--- config.mk ---
export PLATFORM = sky130hd
export DESIGN_NAME = port_based_packet_classifier_unit
export DESIGN_NICKNAME = d
export VERILOG_FILES = /design/src/hw/rtl/pbpc_pkg.sv /design/src/hw/rtl/pbpc_parser.sv /design/src/hw/rtl/pbpc_class_cnt.sv /design/src/hw/rtl/port_based_packet_classifier_unit.sv
export SDC_FILE = /design/constraint.sdc
export NUM_CORES = 1
export LEC_CHECK = 0
export BUFFER_PORTS_ARGS = -buffer_cell sky130_fd_sc_hd__buf_2
export CELL_PAD_IN_SITES_DETAIL_PLACEMENT = 1
export CELL_PAD_IN_SITES_GLOBAL_PLACEMENT = 1
export CORE_MARGIN = 10
export CORE_UTILIZATION = 43
export DETAILED_ROUTE_END_ITERATION = 8
export GPL_TIMING_DRIVEN = 0
export HOLD_SLACK_MARGIN = 0.02
export PLACE_DENSITY = 0.86
export SYNTH_ARGS = -nofsm -noshare
export SYNTH_HDL_FRONTEND = slang
export SYNTH_SLANG_ARGS = --single-unit
--- constraint.sdc ---
create_clock -name aclk -period 8.4 [get_ports aclk]
set_input_delay 1.68 -clock aclk [delete_from_list [all_inputs] [get_ports aclk]]
set_output_delay 1.68 -clock aclk [all_outputs]
set_load 0.02 [all_outputs]
--- src/hw/rtl/pbpc_pkg.sv ---
// shared types and constants for the port based packet classifier
package pbpc_pkg;

    // field widths
    localparam int BYTE_WIDTH      = 8;
    localparam int PORT_WIDTH      = 16;
    localparam int POS_WIDTH       = 7;
    localparam int LEN_WIDTH       = 8;
    localparam int TOTAL_WIDTH     = 64;
    localparam int CFG_INDEX_WIDTH = 2;

    // class counter width, 16 to 64 bits
    localparam int COUNTER_WIDTH = 64;
    localparam logic [COUNTER_WIDTH-1:0] COUNT_ONE = COUNTER_WIDTH'(1);

    // frame layout
    localparam logic [POS_WIDTH-1:0] POS_MAX         = 7'd127;
    localparam logic [POS_WIDTH-1:0] POS_ETYPE_HI    = 7'd12;
    localparam logic [POS_WIDTH-1:0] POS_ETYPE_LO    = 7'd13;
    localparam logic [POS_WIDTH-1:0] POS_IHL         = 7'd14;
    localparam logic [POS_WIDTH-1:0] POS_PROTO       = 7'd23;
    localparam logic [POS_WIDTH-1:0] ETH_HDR_POS     = 7'd14;
    localparam logic [LEN_WIDTH-1:0] ETH_HDR_LEN     = 8'd14;
    localparam logic [LEN_WIDTH-1:0] MIN_IP_FRAME    = 8'd34;
    localparam logic [LEN_WIDTH-1:0] TCP_HDR_LEN     = 8'd20;
    localparam logic [LEN_WIDTH-1:0] UDP_HDR_LEN     = 8'd8;
    localparam logic [3:0]           IHL_MIN         = 4'd5;
    localparam logic [15:0]          ETYPE_IPV4      = 16'h0800;
    localparam logic [7:0]           PROTO_TCP       = 8'd6;
    localparam logic [7:0]           PROTO_UDP       = 8'd17;

    // configuration register indexes
    localparam logic [CFG_INDEX_WIDTH-1:0] CFG_HTTP_PORT = 2'd0;
    localparam logic [CFG_INDEX_WIDTH-1:0] CFG_SSH_PORT  = 2'd1;
    localparam logic [CFG_INDEX_WIDTH-1:0] CFG_DNS_PORT  = 2'd2;

    // traffic class codes
    typedef enum logic [1:0] {
        CLASS_NONE = 2'd0,
        CLASS_HTTP = 2'd1,
        CLASS_DNS  = 2'd2,
        CLASS_SSH  = 2'd3
    } traffic_class_t;

    // header fields as they stand after the current byte
    typedef struct packed {
        logic [15:0]           ether_type;
        logic [3:0]            header_words;
        logic [7:0]            transport_proto;
        logic [PORT_WIDTH-1:0] source_port;
        logic [PORT_WIDTH-1:0] dest_port;
        logic [LEN_WIDTH-1:0]  frame_len;
    } hdr_t;

endpackage

--- src/hw/rtl/pbpc_parser.sv ---
// header field capture from the byte stream
module pbpc_parser import pbpc_pkg::*; (
    input  logic                  aclk,
    input  logic                  aresetn,
    input  logic                  byte_valid,
    input  logic [BYTE_WIDTH-1:0] frame_byte,
    input  logic                  frame_end,
    output hdr_t                  hdr
);

    logic [POS_WIDTH-1:0]  pos_reg,   pos_next;
    logic [15:0]           etype_reg, etype_next;
    logic [3:0]            words_reg, words_next;
    logic [7:0]            proto_reg, proto_next;
    logic [PORT_WIDTH-1:0] sport_reg, sport_next;
    logic [PORT_WIDTH-1:0] dport_reg, dport_next;

    hdr_t                 cap;
    logic [POS_WIDTH-1:0] l4_pos;

    // transport header offset from the ihl seen so far
    assign l4_pos = ETH_HDR_POS + {1'b0, words_reg, 2'b00};

    // capture the current byte into the header fields
    always_comb begin
        cap.ether_type      = etype_reg;
        cap.header_words    = words_reg;
        cap.transport_proto = proto_reg;
        cap.source_port     = sport_reg;
        cap.dest_port       = dport_reg;
        cap.frame_len       = {1'b0, pos_reg} + 8'd1;
        if (pos_reg != POS_MAX) begin
            priority if (pos_reg == POS_ETYPE_HI) begin
                cap.ether_type[15:8] = frame_byte;
            end else if (pos_reg == POS_ETYPE_LO) begin
                cap.ether_type[7:0] = frame_byte;
            end else if (pos_reg == POS_IHL) begin
                cap.header_words = frame_byte[3:0];
            end else if (pos_reg == POS_PROTO) begin
                cap.transport_proto = frame_byte;
            end else begin
                // no ip header field at this offset
            end
            priority if (pos_reg == l4_pos) begin
                cap.source_port[15:8] = frame_byte;
            end else if (pos_reg == l4_pos + 7'd1) begin
                cap.source_port[7:0] = frame_byte;
            end else if (pos_reg == l4_pos + 7'd2) begin
                cap.dest_port[15:8] = frame_byte;
            end else if (pos_reg == l4_pos + 7'd3) begin
                cap.dest_port[7:0] = frame_byte;
            end else begin
                // no port byte at this offset
            end
        end
    end

    assign hdr = cap;

    // next state: advance, or clear at frame end
    always_comb begin
        pos_next   = pos_reg;
        etype_next = etype_reg;
        words_next = words_reg;
        proto_next = proto_reg;
        sport_next = sport_reg;
        dport_next = dport_reg;
        if (byte_valid) begin
            if (frame_end) begin
                pos_next   = '0;
                etype_next = '0;
                words_next = '0;
                proto_next = '0;
                sport_next = '0;
                dport_next = '0;
            end else begin
                pos_next   = (pos_reg == POS_MAX) ? POS_MAX : pos_reg + 7'd1;
                etype_next = cap.ether_type;
                words_next = cap.header_words;
                proto_next = cap.transport_proto;
                sport_next = cap.source_port;
                dport_next = cap.dest_port;
            end
        end
    end

    always_ff @(posedge aclk) begin
        if (!aresetn) begin
            pos_reg   <= '0;
            etype_reg <= '0;
            words_reg <= '0;
            proto_reg <= '0;
            sport_reg <= '0;
            dport_reg <= '0;
        end else begin
            pos_reg   <= pos_next;
            etype_reg <= etype_next;
            words_reg <= words_next;
            proto_reg <= proto_next;
            sport_reg <= sport_next;
            dport_reg <= dport_next;
        end
    end

endmodule

--- src/hw/rtl/pbpc_class_cnt.sv ---
// frame classification and per-class counters
module pbpc_class_cnt import pbpc_pkg::*; (
    input  logic                     aclk,
    input  logic                     aresetn,
    input  logic                     frame_done,
    input  hdr_t                     hdr,
    input  logic [PORT_WIDTH-1:0]    http_port,
    input  logic [PORT_WIDTH-1:0]    ssh_port,
    input  logic [PORT_WIDTH-1:0]    dns_port,
    output traffic_class_t           traffic_class,
    output logic [COUNTER_WIDTH-1:0] class_total
);

    logic [COUNTER_WIDTH-1:0] http_cnt_reg, http_cnt_next;
    logic [COUNTER_WIDTH-1:0] dns_cnt_reg,  dns_cnt_next;
    logic [COUNTER_WIDTH-1:0] ssh_cnt_reg,  ssh_cnt_next;

    traffic_class_t       cls;
    logic [LEN_WIDTH-1:0] l4_len;
    logic                 ip_ok;
    logic                 hit_http, hit_ssh, hit_dns;

    assign l4_len   = ETH_HDR_LEN + {2'b00, hdr.header_words, 2'b00};
    assign ip_ok    = (hdr.ether_type == ETYPE_IPV4) && (hdr.frame_len >= MIN_IP_FRAME)
                      && (hdr.header_words >= IHL_MIN);
    assign hit_http = (hdr.source_port == http_port) || (hdr.dest_port == http_port);
    assign hit_ssh  = (hdr.source_port == ssh_port)  || (hdr.dest_port == ssh_port);
    assign hit_dns  = (hdr.source_port == dns_port)  || (hdr.dest_port == dns_port);

    // class decision, http before ssh
    always_comb begin
        cls = CLASS_NONE;
        if (ip_ok) begin
            priority if (hdr.transport_proto == PROTO_TCP) begin
                if (hdr.frame_len >= l4_len + TCP_HDR_LEN) begin
                    priority if (hit_http) begin
                        cls = CLASS_HTTP;
                    end else if (hit_ssh) begin
                        cls = CLASS_SSH;
                    end else begin
                        cls = CLASS_NONE;
                    end
                end
            end else if (hdr.transport_proto == PROTO_UDP) begin
                if (hdr.frame_len >= l4_len + UDP_HDR_LEN && hit_dns) begin
                    cls = CLASS_DNS;
                end
            end else begin
                cls = CLASS_NONE;
            end
        end
    end

    // counter increment for the matched class
    always_comb begin
        http_cnt_next = http_cnt_reg;
        dns_cnt_next  = dns_cnt_reg;
        ssh_cnt_next  = ssh_cnt_reg;
        class_total   = '0;
        unique case (cls)
            CLASS_HTTP: begin
                class_total = http_cnt_reg + COUNT_ONE;
                if (frame_done) begin
                    http_cnt_next = class_total;
                end
            end
            CLASS_DNS: begin
                class_total = dns_cnt_reg + COUNT_ONE;
                if (frame_done) begin
                    dns_cnt_next = class_total;
                end
            end
            CLASS_SSH: begin
                class_total = ssh_cnt_reg + COUNT_ONE;
                if (frame_done) begin
                    ssh_cnt_next = class_total;
                end
            end
            default: begin
                class_total = '0;
            end
        endcase
    end

    assign traffic_class = cls;

    always_ff @(posedge aclk) begin
        if (!aresetn) begin
            http_cnt_reg <= '0;
            dns_cnt_reg  <= '0;
            ssh_cnt_reg  <= '0;
        end else begin
            http_cnt_reg <= http_cnt_next;
            dns_cnt_reg  <= dns_cnt_next;
            ssh_cnt_reg  <= ssh_cnt_next;
        end
    end

endmodule

--- src/hw/rtl/port_based_packet_classifier_unit.sv ---
// top level of the port based packet classifier
//
// Frame bytes enter one per cycle on the s_ channel while s_ready is high, the
// last byte flagged by s_frame_end. Each byte is held in an input register and,
// once it moves on, goes through header capture, and on the last byte through
// classification and a counter increment, into the result register, so the
// result for a frame passes the input register and then the result register
// before it appears on m_. Only last bytes need the result register:
// s_ready drops only while the input register holds a last byte and an
// earlier result is still waiting for m_ready. Port registers are written on
// the cfg_ channel (index 0 http, 1 ssh, 2 dns; index 3 is ignored) and are
// always ready.
module port_based_packet_classifier_unit import pbpc_pkg::*; (
    input  logic                       aclk,
    input  logic                       aresetn,
    // frame bytes
    input  logic                       s_valid,
    output logic                       s_ready,
    input  logic [BYTE_WIDTH-1:0]      s_frame_byte,
    input  logic                       s_frame_end,
    // classification results
    output logic                       m_valid,
    input  logic                       m_ready,
    output logic [1:0]                 m_traffic_class,
    output logic [TOTAL_WIDTH-1:0]     m_class_total,
    // register writes
    input  logic                       cfg_valid,
    output logic                       cfg_ready,
    input  logic [CFG_INDEX_WIDTH-1:0] cfg_index,
    input  logic [PORT_WIDTH-1:0]      cfg_data
);

    logic [PORT_WIDTH-1:0] http_port_reg, ssh_port_reg, dns_port_reg;

    logic                  in_valid_reg, in_valid_next;
    logic [BYTE_WIDTH-1:0] in_byte_reg;
    logic                  in_end_reg;

    logic                  out_valid_reg, out_valid_next;
    traffic_class_t        out_class_reg;
    logic [TOTAL_WIDTH-1:0] out_total_reg;

    logic                     advance;
    logic                     frame_done;
    hdr_t                     hdr;
    traffic_class_t           cls;
    logic [COUNTER_WIDTH-1:0] cls_total;

    // configuration writes
    assign cfg_ready = 1'b1;

    always_ff @(posedge aclk) begin
        if (!aresetn) begin
            http_port_reg <= '0;
            ssh_port_reg  <= '0;
            dns_port_reg  <= '0;
        end else if (cfg_valid) begin
            unique case (cfg_index)
                CFG_HTTP_PORT: http_port_reg <= cfg_data;
                CFG_SSH_PORT:  ssh_port_reg  <= cfg_data;
                CFG_DNS_PORT:  dns_port_reg  <= cfg_data;
                default: begin
                end
            endcase
        end
    end

    // input register moves on unless a result has nowhere to go
    assign advance    = in_valid_reg && (!in_end_reg || !out_valid_reg || m_ready);
    assign frame_done = advance && in_end_reg;
    assign s_ready    = !in_valid_reg || advance;

    always_comb begin
        in_valid_next = in_valid_reg;
        if (s_valid && s_ready) begin
            in_valid_next = 1'b1;
        end else if (advance) begin
            in_valid_next = 1'b0;
        end
    end

    always_ff @(posedge aclk) begin
        if (!aresetn) begin
            in_valid_reg <= 1'b0;
        end else begin
            in_valid_reg <= in_valid_next;
        end
    end

    always_ff @(posedge aclk) begin
        if (s_valid && s_ready) begin
            in_byte_reg <= s_frame_byte;
            in_end_reg  <= s_frame_end;
        end
    end

    pbpc_parser u_parser (
        .aclk       (aclk),
        .aresetn    (aresetn),
        .byte_valid (advance),
        .frame_byte (in_byte_reg),
        .frame_end  (in_end_reg),
        .hdr        (hdr)
    );

    pbpc_class_cnt u_class_cnt (
        .aclk          (aclk),
        .aresetn       (aresetn),
        .frame_done    (frame_done),
        .hdr           (hdr),
        .http_port     (http_port_reg),
        .ssh_port      (ssh_port_reg),
        .dns_port      (dns_port_reg),
        .traffic_class (cls),
        .class_total   (cls_total)
    );

    // result register
    always_comb begin
        out_valid_next = out_valid_reg;
        if (frame_done) begin
            out_valid_next = 1'b1;
        end else if (m_ready) begin
            out_valid_next = 1'b0;
        end
    end

    always_ff @(posedge aclk) begin
        if (!aresetn) begin
            out_valid_reg <= 1'b0;
        end else begin
            out_valid_reg <= out_valid_next;
        end
    end

    always_ff @(posedge aclk) begin
        if (frame_done) begin
            out_class_reg <= cls;
            out_total_reg <= TOTAL_WIDTH'(cls_total);
        end
    end

    assign m_valid         = out_valid_reg;
    assign m_traffic_class = out_class_reg;
    assign m_class_total   = out_total_reg;

    // a new result only follows a last byte leaving the input register
    assert property (@(posedge aclk) disable iff (!aresetn)
        $rose(out_valid_reg) |-> $past(in_valid_reg && in_end_reg))
        else $error("result appeared without a frame end");

    // unmatched frames report a zero total
    assert property (@(posedge aclk) disable iff (!aresetn)
        (out_valid_reg && out_class_reg == CLASS_NONE) |-> (out_total_reg == '0))
        else $error("unmatched result with nonzero total");

    // a held byte is neither dropped nor overwritten
    assert property (@(posedge aclk) disable iff (!aresetn)
        (in_valid_reg && !advance) |=> (in_valid_reg && $stable(in_byte_reg)
                                        && $stable(in_end_reg)))
        else $error("stalled input byte lost");

endmodule
Word-level counts from Yosys, hierarchy flattened
Cells that the tools add are included.

Div/mod/pow operators: 0. Bitwise gates (word level): 0. Muxes and demuxes: 34. Equality and inequality tests: 24. Magnitude comparators: 4. $mul: 0. $add $sub $neg: 12. Shift operators: 0. Reduce and logical (&&, ||, !) cells: 24.

Operators with widths (number): $add 64x1->64 const B (3); $pmux 64 s3 (1); $eq 16x16->1 (6); $mux 8 (10); $mux 16 (4); $mux 60 (1); $eq 7x7->1 (4); $mux 24 (1); $eq 7x4->1 const B (3); $mux 20 (1); $eq 16x12->1 const B (1); $ge 8x8->1 (2); $add 4x6->7 const A (2); $add 7x1->7 const B (2); $add 7x2->7 const B (2); $mux 2 (7); $mux 7 (2); $mux 12 (1); $reduce_and 2->1 (6); $add 7x1->8 const B (1); $add 8x4->8 const B (1); $add 8x5->8 const B (1); $eq 8x3->1 const B (1); $eq 8x5->1 const B (1); 14 further kinds (34).

RAM bits: 0. Bits in read-only memories: 0. Register bits: 384. Bits in latches: 0. Input port bits: 32. Memories: 0.

Depth between registers and ports, before layout
Word-level depth: 18. Mapped depth: 28.

Hierarchy
Synthesis repeated with hierarchy kept, for this count alone.

Cell total of the unflattened synthesis: 2585. Area, all modules: 22873.2 µm².

By module, submodules not included: pbpc_class_cnt (area an instance 14561.5 µm², sequential area each 3843.7 µm², times used 1, cells each 1858); port_based_packet_classifier_unit (area an instance 4156.5 µm², sequential area each 3253.1 µm², times used 1, cells each 265); pbpc_parser (area an instance 4155.2 µm², sequential area each 1341.3 µm², times used 1, cells each 462).

Worst setup path after synthesis
OpenSTA, ideal clock, no wires.

Kind: reg-to-reg. Start point: reg u_parser.pos_reg[0]. End point: reg out_total_reg[30], in the netlist m_class_total[30] (data pin). Data required time: 8.139 ns. Data arrival time: 4.988 ns. Library setup time: 0.261 ns. Stages on the path, launching flop included: 28. Period minus slack after synthesis: 5.249 ns. Path slack: 3.151 ns. Buffers on the path: 4. Cell sequence: dfxtp_1 > inv_1 > ha_1 > nor2_1 > nor4bb_1 > buf_2 > nand2_1 > o21ai_1 > inv_1 > ha_1 > xnor2_1 > inv_1 > ha_1 > nor3_1 > a21oi_1 > o31ai_1 > xnor2_1 > ha_1 > o21a_1 > o21a_1 > o21ai_0 > a21bo_2 > clkbuf_1 > or3b_2 > clkbuf_1 > clkbuf_1 > nor2_1 > a221o_1.

Cells in the longest elaborated chain, start to end: 15. Elaborated cells between the ends (all ways): 58. Those cells by class: 4 x add/sub; 4 x order compare; 21 x eq/ne; 23 x mux; 6 x reduce/logical.

RTL lines: from (decl) (RTL line pbpc_parser.sv:11) `logic [POS_WIDTH-1:0] pos_reg, pos_next;`; from (signal assigned) (RTL line pbpc_parser.sv:96) `pos_reg <= pos_next;`; $eq 7x4->1 / $eq 7x7->1 (equally long branches) (RTL line pbpc_parser.sv:37, pbpc_parser.sv:50); $mux 4 / $mux 8 (equally long branches) (RTL line pbpc_parser.sv:37, pbpc_parser.sv:50); $mux 12 / $mux 8 (equally long branches) (RTL line pbpc_parser.sv:35, pbpc_parser.sv:48); $mux 20 / $mux 16 (equally long branches) (RTL line pbpc_parser.sv:33, pbpc_parser.sv:46); $mux 60 / $mux 24 (equally long branches) (RTL line pbpc_parser.sv:32, pbpc_parser.sv:44); $add 4x6->7 / $mux 60 (equally long branches) (RTL line pbpc_class_cnt.sv:23, pbpc_parser.sv:32); $add 8x4->8 (tied with other cells) (RTL line pbpc_class_cnt.sv:45) `if (hdr.frame_len >= l4_len + UDP_HDR_LEN && hit_dns) begin`; $ge 8x8->1 (tied with other cells) (RTL line pbpc_class_cnt.sv:45); $logic_and 1x1->1 / $mux 2 (equally long branches) (RTL line pbpc_class_cnt.sv:45, pbpc_class_cnt.sv:38); $mux 2, on equally long branches (RTL line pbpc_class_cnt.sv:45, pbpc_class_cnt.sv:36); $mux 2, on equally long branches (RTL line pbpc_class_cnt.sv:44, pbpc_class_cnt.sv:35); $mux 2 (RTL line pbpc_class_cnt.sv:34) `priority if (hdr.transport_proto == PROTO_TCP) begin`; $mux 2 (*) (RTL line pbpc_class_cnt.sv:33) `if (ip_ok) begin`; $eq 2x2->1 / $eq 2x1->1 (equally long branches) (RTL line pbpc_class_cnt.sv:60) `unique case (cls)`; $pmux 64 s3 (*) (RTL line pbpc_class_cnt.sv:60); net cls_total[30] (RTL line port_based_packet_classifier_unit.sv:47) `logic [COUNTER_WIDTH-1:0] cls_total;`; to (signal assigned) (RTL line port_based_packet_classifier_unit.sv:139) `out_total_reg <= TOTAL_WIDTH'(cls_total);`; to (decl) (RTL line port_based_packet_classifier_unit.sv:41) `logic [TOTAL_WIDTH-1:0] out_total_reg;`.

The timed path passes the listed nets; every way through them passes the cells marked *. A chain may end at the register's enable or synchronous reset.

Worst setup path in the final report
Start point: reg in_byte_reg[0]. End point: reg out_total_reg[39], in the netlist m_class_total[39] (data pin).

Cells in the longest elaborated chain, start to end: 14. Elaborated cells between the ends (all ways): 47. Those cells by class: 3 x add/sub; 3 x order compare; 12 x eq/ne; 23 x mux; 6 x reduce/logical.

RTL lines: from (decl) (RTL line port_based_packet_classifier_unit.sv:36) `logic [BYTE_WIDTH-1:0] in_byte_reg;`; from (signal assigned) (RTL line port_based_packet_classifier_unit.sv:92) `in_byte_reg <= s_frame_byte;`; $mux 4 / $mux 8 (equally long branches) (RTL line pbpc_parser.sv:37, pbpc_parser.sv:50); $mux 12 / $mux 8 (equally long branches) (RTL line pbpc_parser.sv:35, pbpc_parser.sv:48); $mux 20 / $mux 16 (equally long branches) (RTL line pbpc_parser.sv:33, pbpc_parser.sv:46); $mux 60 (*) (RTL line pbpc_parser.sv:32) `if (pos_reg != POS_MAX) begin`; $add 4x6->7 / $mux 60 (equally long branches) (RTL line pbpc_class_cnt.sv:23, pbpc_parser.sv:32); $add 8x4->8 (tied with other cells) (RTL line pbpc_class_cnt.sv:45); $ge 8x8->1 (tied with other cells) (RTL line pbpc_class_cnt.sv:45); $logic_and 1x1->1 / $mux 2 (equally long branches) (RTL line pbpc_class_cnt.sv:45, pbpc_class_cnt.sv:38); $mux 2, on equally long branches (RTL line pbpc_class_cnt.sv:45, pbpc_class_cnt.sv:36); $mux 2, on equally long branches (RTL line pbpc_class_cnt.sv:44, pbpc_class_cnt.sv:35); $mux 2 (RTL line pbpc_class_cnt.sv:34); $mux 2 (*) (RTL line pbpc_class_cnt.sv:33); $eq 2x2->1 / $eq 2x1->1 (equally long branches) (RTL line pbpc_class_cnt.sv:60); $pmux 64 s3 (*) (RTL line pbpc_class_cnt.sv:60); net cls_total[39] (RTL line port_based_packet_classifier_unit.sv:47).

Marks and branches as above.

==> impl_metrics.ini <==
[grt]
antenna_found_initial = 3
gr-total-overflow = 0
grt_max_degree = 70
grt_pass1_vias = 22297
grt_pass1_wl_um = 139000
track_usage_pct = 29.38

[worst_setup_path]
worstPathRequired_ns = 8.67
path_buf_inv = 7
crit_path_cell_trace = clkbuf_1 > clkbuf_1 > nand2_1 > o21ai_1 > inv_1 > ha_1 > xnor2_1 > inv_1 > ha_1 > nor3_1 > a21oi_1 > o31ai_1 > xnor2_1 > ha_1 > o21a_1 > o21a_1 > o21ai_0 > a21bo_2 > clkbuf_1 > or3b_2 > clkbuf_1 > clkbuf_1 > a2bb2oi_1 > a21oi_1
cp_data_arrival_time_ns = 8.16
critPathMaxStageDelay_ns = 0.69
critPathKind = reg -> reg
worstPathMaxFanout = 10
startpoint_type = register
cp-end-kind = register
cpMostUsedCell = clkbuf_1
slowest_stage = clkbuf_1
critPathTopFamily = compound AO/OA/AOI/OAI gates

[placed_design]
gp_congestion = 1.023
port_buffers = 98
hpwl_um = 70540
dpl-instance-area_um2 = 23810
dp_worst_setup_slack_ns = 0.7663

[floorplanning]
dieHeight_um = 248.3
die-area_um2 = 61670
pin_count = 101
chipWidth_um = 248.3
initial_core_util_pct = 43.53
core_area_um2 = 51510
row_count = 83

[power]
irDropWorstVdd_mv = 0.1581
p_sw_share_pct = 24.45
clockPowerShare_pct = 49.3
p_int_mw = 3.175
leakage_nw = 8.619
power_mw = 4.202
p_per_area_nw_per_um2 = 165.9
p_sw_mw = 1.028
pwr-share-comb_pct = 5.3
p_seq_share_pct = 45.4

[timing]
worst_pin_slew_ns = 1.425
min_period_over_period_pct = 93.89
setup_ws_ns = 0.5131
fin_setup_tns_ns = 0
maxSlewViolCount = 0
rsz0062_at_grt = no
period_minus_slack_ns = 7.887
report.final.setup_viol = 0
hold_violations = 0
clock_skew_ns = 0.03504
fmax_ghz = 0.1268
relSlewSlack_pct = 3.827

[detailed_routing]
ant_nets = 0
num_vias = 22506
remaining_drc_errors = 0
wirelength_um = 93470
initialDrtViolationCount = 2577
dr.pass1.iters = 6
drt-wirelength-per-cell_um = 26.04
vias_per_cell = 6.271

[finish]
nets = 2928
drive_above_1_share_pct = 7.946
fill_cells = 6255
final_area_um2 = 25340
register_area_um2 = 8438
area_growth_pct = 13.01
multiInputGateArea_um2 = 12970

[clock_tree]
tritoncts = built
ctsHoldBuffers = 0
cts_num_sinks = 384
ctsResizeCount = 0
htree_levels = 2
clk_path_buf_depth = 3
cts_root_buffer = clkbuf_16
numCtsBuffers = 44
clk_latency_ns = 0.60
clk_pin_slew_ns = 0.06
postCtsSetupRepairBufs = 0

[yosys]
netlist-cell-type-count = 85
ys.flop_type = dfxtp_1
yosysSeqAreaShare_pct = 37.64
synth_cells = 2726
syn_nets = 2782
avgSynthCellArea_um2 = 8.225
synth-edff-count = 75
syn_area_um2 = 22420
synth_seq_cells = 384
ys_warn_count = 0
synthArstFlopShare_pct = 0

[run_status]
status = complete, no violations

[min_path]
hp-class = reg -> reg

[run]
drv_cap = 0
worst min-delay path, cell delays in order, from the launching register on:
cell and delay, ns:
dfxtp_1 0.32, nand2_1 0.06, a21oi_1 0.05
metal layers:
metal | GRT usage, % | vias up | part of all wire [%]
met5 | 0 | - | 0.049
li1 | - | 9978 | -
met2 | 45.19 | 1082 | 44
met1 | 39.37 | 11223 | 42
met4 | 11.87 | 6 | 3.8
met3 | 6.470 | 217 | 10
path summary, 6_finish.rpt:
path / from / to / slack, ns / cells past startpoint
worst max-delay path: in_byte_reg[0]$_DFFE_PP_ / m_class_total[39]$_DFFE_PP_ / 0.51 / 24
worst min-delay path: u_class_cnt.dns_cnt_reg[1]$_SDFFE_PN0P_ / u_class_cnt.dns_cnt_reg[1]$_SDFFE_PN0P_ / 0.48 / 2
worst max register to register: in_byte_reg[0]$_DFFE_PP_ / m_class_total[39]$_DFFE_PP_ / 0.51 / 24
worst min register to register: u_class_cnt.dns_cnt_reg[1]$_SDFFE_PN0P_ / u_class_cnt.dns_cnt_reg[1]$_SDFFE_PN0P_ / 0.48 / 2
power groups by stage:
stage               registers, mW  clock network [mW]  logic [mW]
global route                 1.91                2.16       0.233
detailed placement           1.95                   0       0.215
CTS                          1.91                2.09       0.216
floorplan                    1.94                   0       0.122
global placement             1.95                   0       0.208
finish                       1.91                2.07       0.222
Yosys cell counts (10+ instances only):
master | n | area share (%)
o21ai_1 | 19 | 0.42
o21a_1 | 25 | 0.84
nor3_1 | 49 | 1.1
a21oi_1 | 190 | 4.2
nor4_1 | 35 | 0.98
o31ai_1 | 17 | 0.57
or2_2 | 13 | 0.36
inv_1 | 86 | 1.4
mux2i_1 | 30 | 1.3
xnor2_1 | 186 | 7.3
and3_1 | 47 | 1.3
nand4_1 | 37 | 1.0
edfxtp_1 | 75 | 10
dfxtp_1 | 309 | 28
o221ai_1 | 57 | 2.2
nand2b_1 | 16 | 0.45
or3_1 | 89 | 2.5
clkbuf_1 | 134 | 2.2
o22ai_1 | 14 | 0.39
xor2_1 | 170 | 6.6
ha_1 | 24 | 1.3
nand3b_1 | 17 | 0.57
o21ai_0 | 95 | 2.1
nand3_1 | 120 | 2.7
buf_2 | 17 | 0.38
and2_1 | 13 | 0.36
nand2_1 | 302 | 5.1
nor2_1 | 263 | 4.4
nor2b_1 | 28 | 0.78
nor4b_1 | 14 | 0.55
a21boi_0 | 10 | 0.33
a22oi_1 | 68 | 2.3
stage by stage:
step	utilization, %	hold WS, ns	instances
3_3_place_gp	46.13	0.4566	3504
3_5_place_dp	46.23	0.4771	3506
2_1_floorplan	-	0.4491	2726
4_1_cts	49.18	0.4836	3587
6_report	49.19	0.4826	3589
5_1_grt	49.18	0.5151	3587
kinds of logic after synthesis:
| family | after synthesis | share of synthesized area [%] |
|---|---|---|
| other | 1 | 0.01673 |
| flip-flops | 384 | 37.64 |
| XOR/XNOR | 359 | 14.17 |
| multiplexers | 32 | 1.440 |
| buffers and inverters | 253 | 4.531 |
| adder cells (fa/ha/maj) | 24 | 1.339 |
| AO/OA/AOI/OAI | 586 | 17.02 |
| AND/OR/NAND/NOR | 1087 | 23.84 |
cells in the final DEF, fill, tap and decap left out, types with 13 or more instances in the layout:
master | netlist | layout
dfxtp_1 | 309 | 309
nand2_1 | 302 | 302
nor2_1 | 263 | 263
a21oi_1 | 190 | 190
xnor2_1 | 186 | 186
xor2_1 | 170 | 170
clkbuf_1 | 134 | 141
nand3_1 | 120 | 120
buf_2 | 17 | 115
o21ai_0 | 95 | 95
or3_1 | 89 | 89
inv_1 | 86 | 86
edfxtp_1 | 75 | 75
a22oi_1 | 68 | 68
o221ai_1 | 57 | 57
nor3_1 | 49 | 49
and3_1 | 47 | 47
clkbuf_16 | 0 | 45
nand4_1 | 37 | 37
nor4_1 | 35 | 35
mux2i_1 | 30 | 30
nor2b_1 | 28 | 28
o21a_1 | 25 | 25
ha_1 | 24 | 24
o21ai_1 | 19 | 19
o31ai_1 | 17 | 17
nand3b_1 | 17 | 17
nand2b_1 | 16 | 16
nor4b_1 | 14 | 14
o22ai_1 | 14 | 14
and2_1 | 13 | 13
or2_2 | 13 | 13
area by class of cell:
type	instances	share of cell area, %
inverter	88	1.304
tap	680	3.358
buffer	165	2.721
clock buffer	56	4.726
timing repair buffer	100	2.089
antenna	2	0.01975
multi-input combinational	2089	51.20
clock inverter	25	1.279
sequential	384	33.30
(Power assumes the default switching activity.)
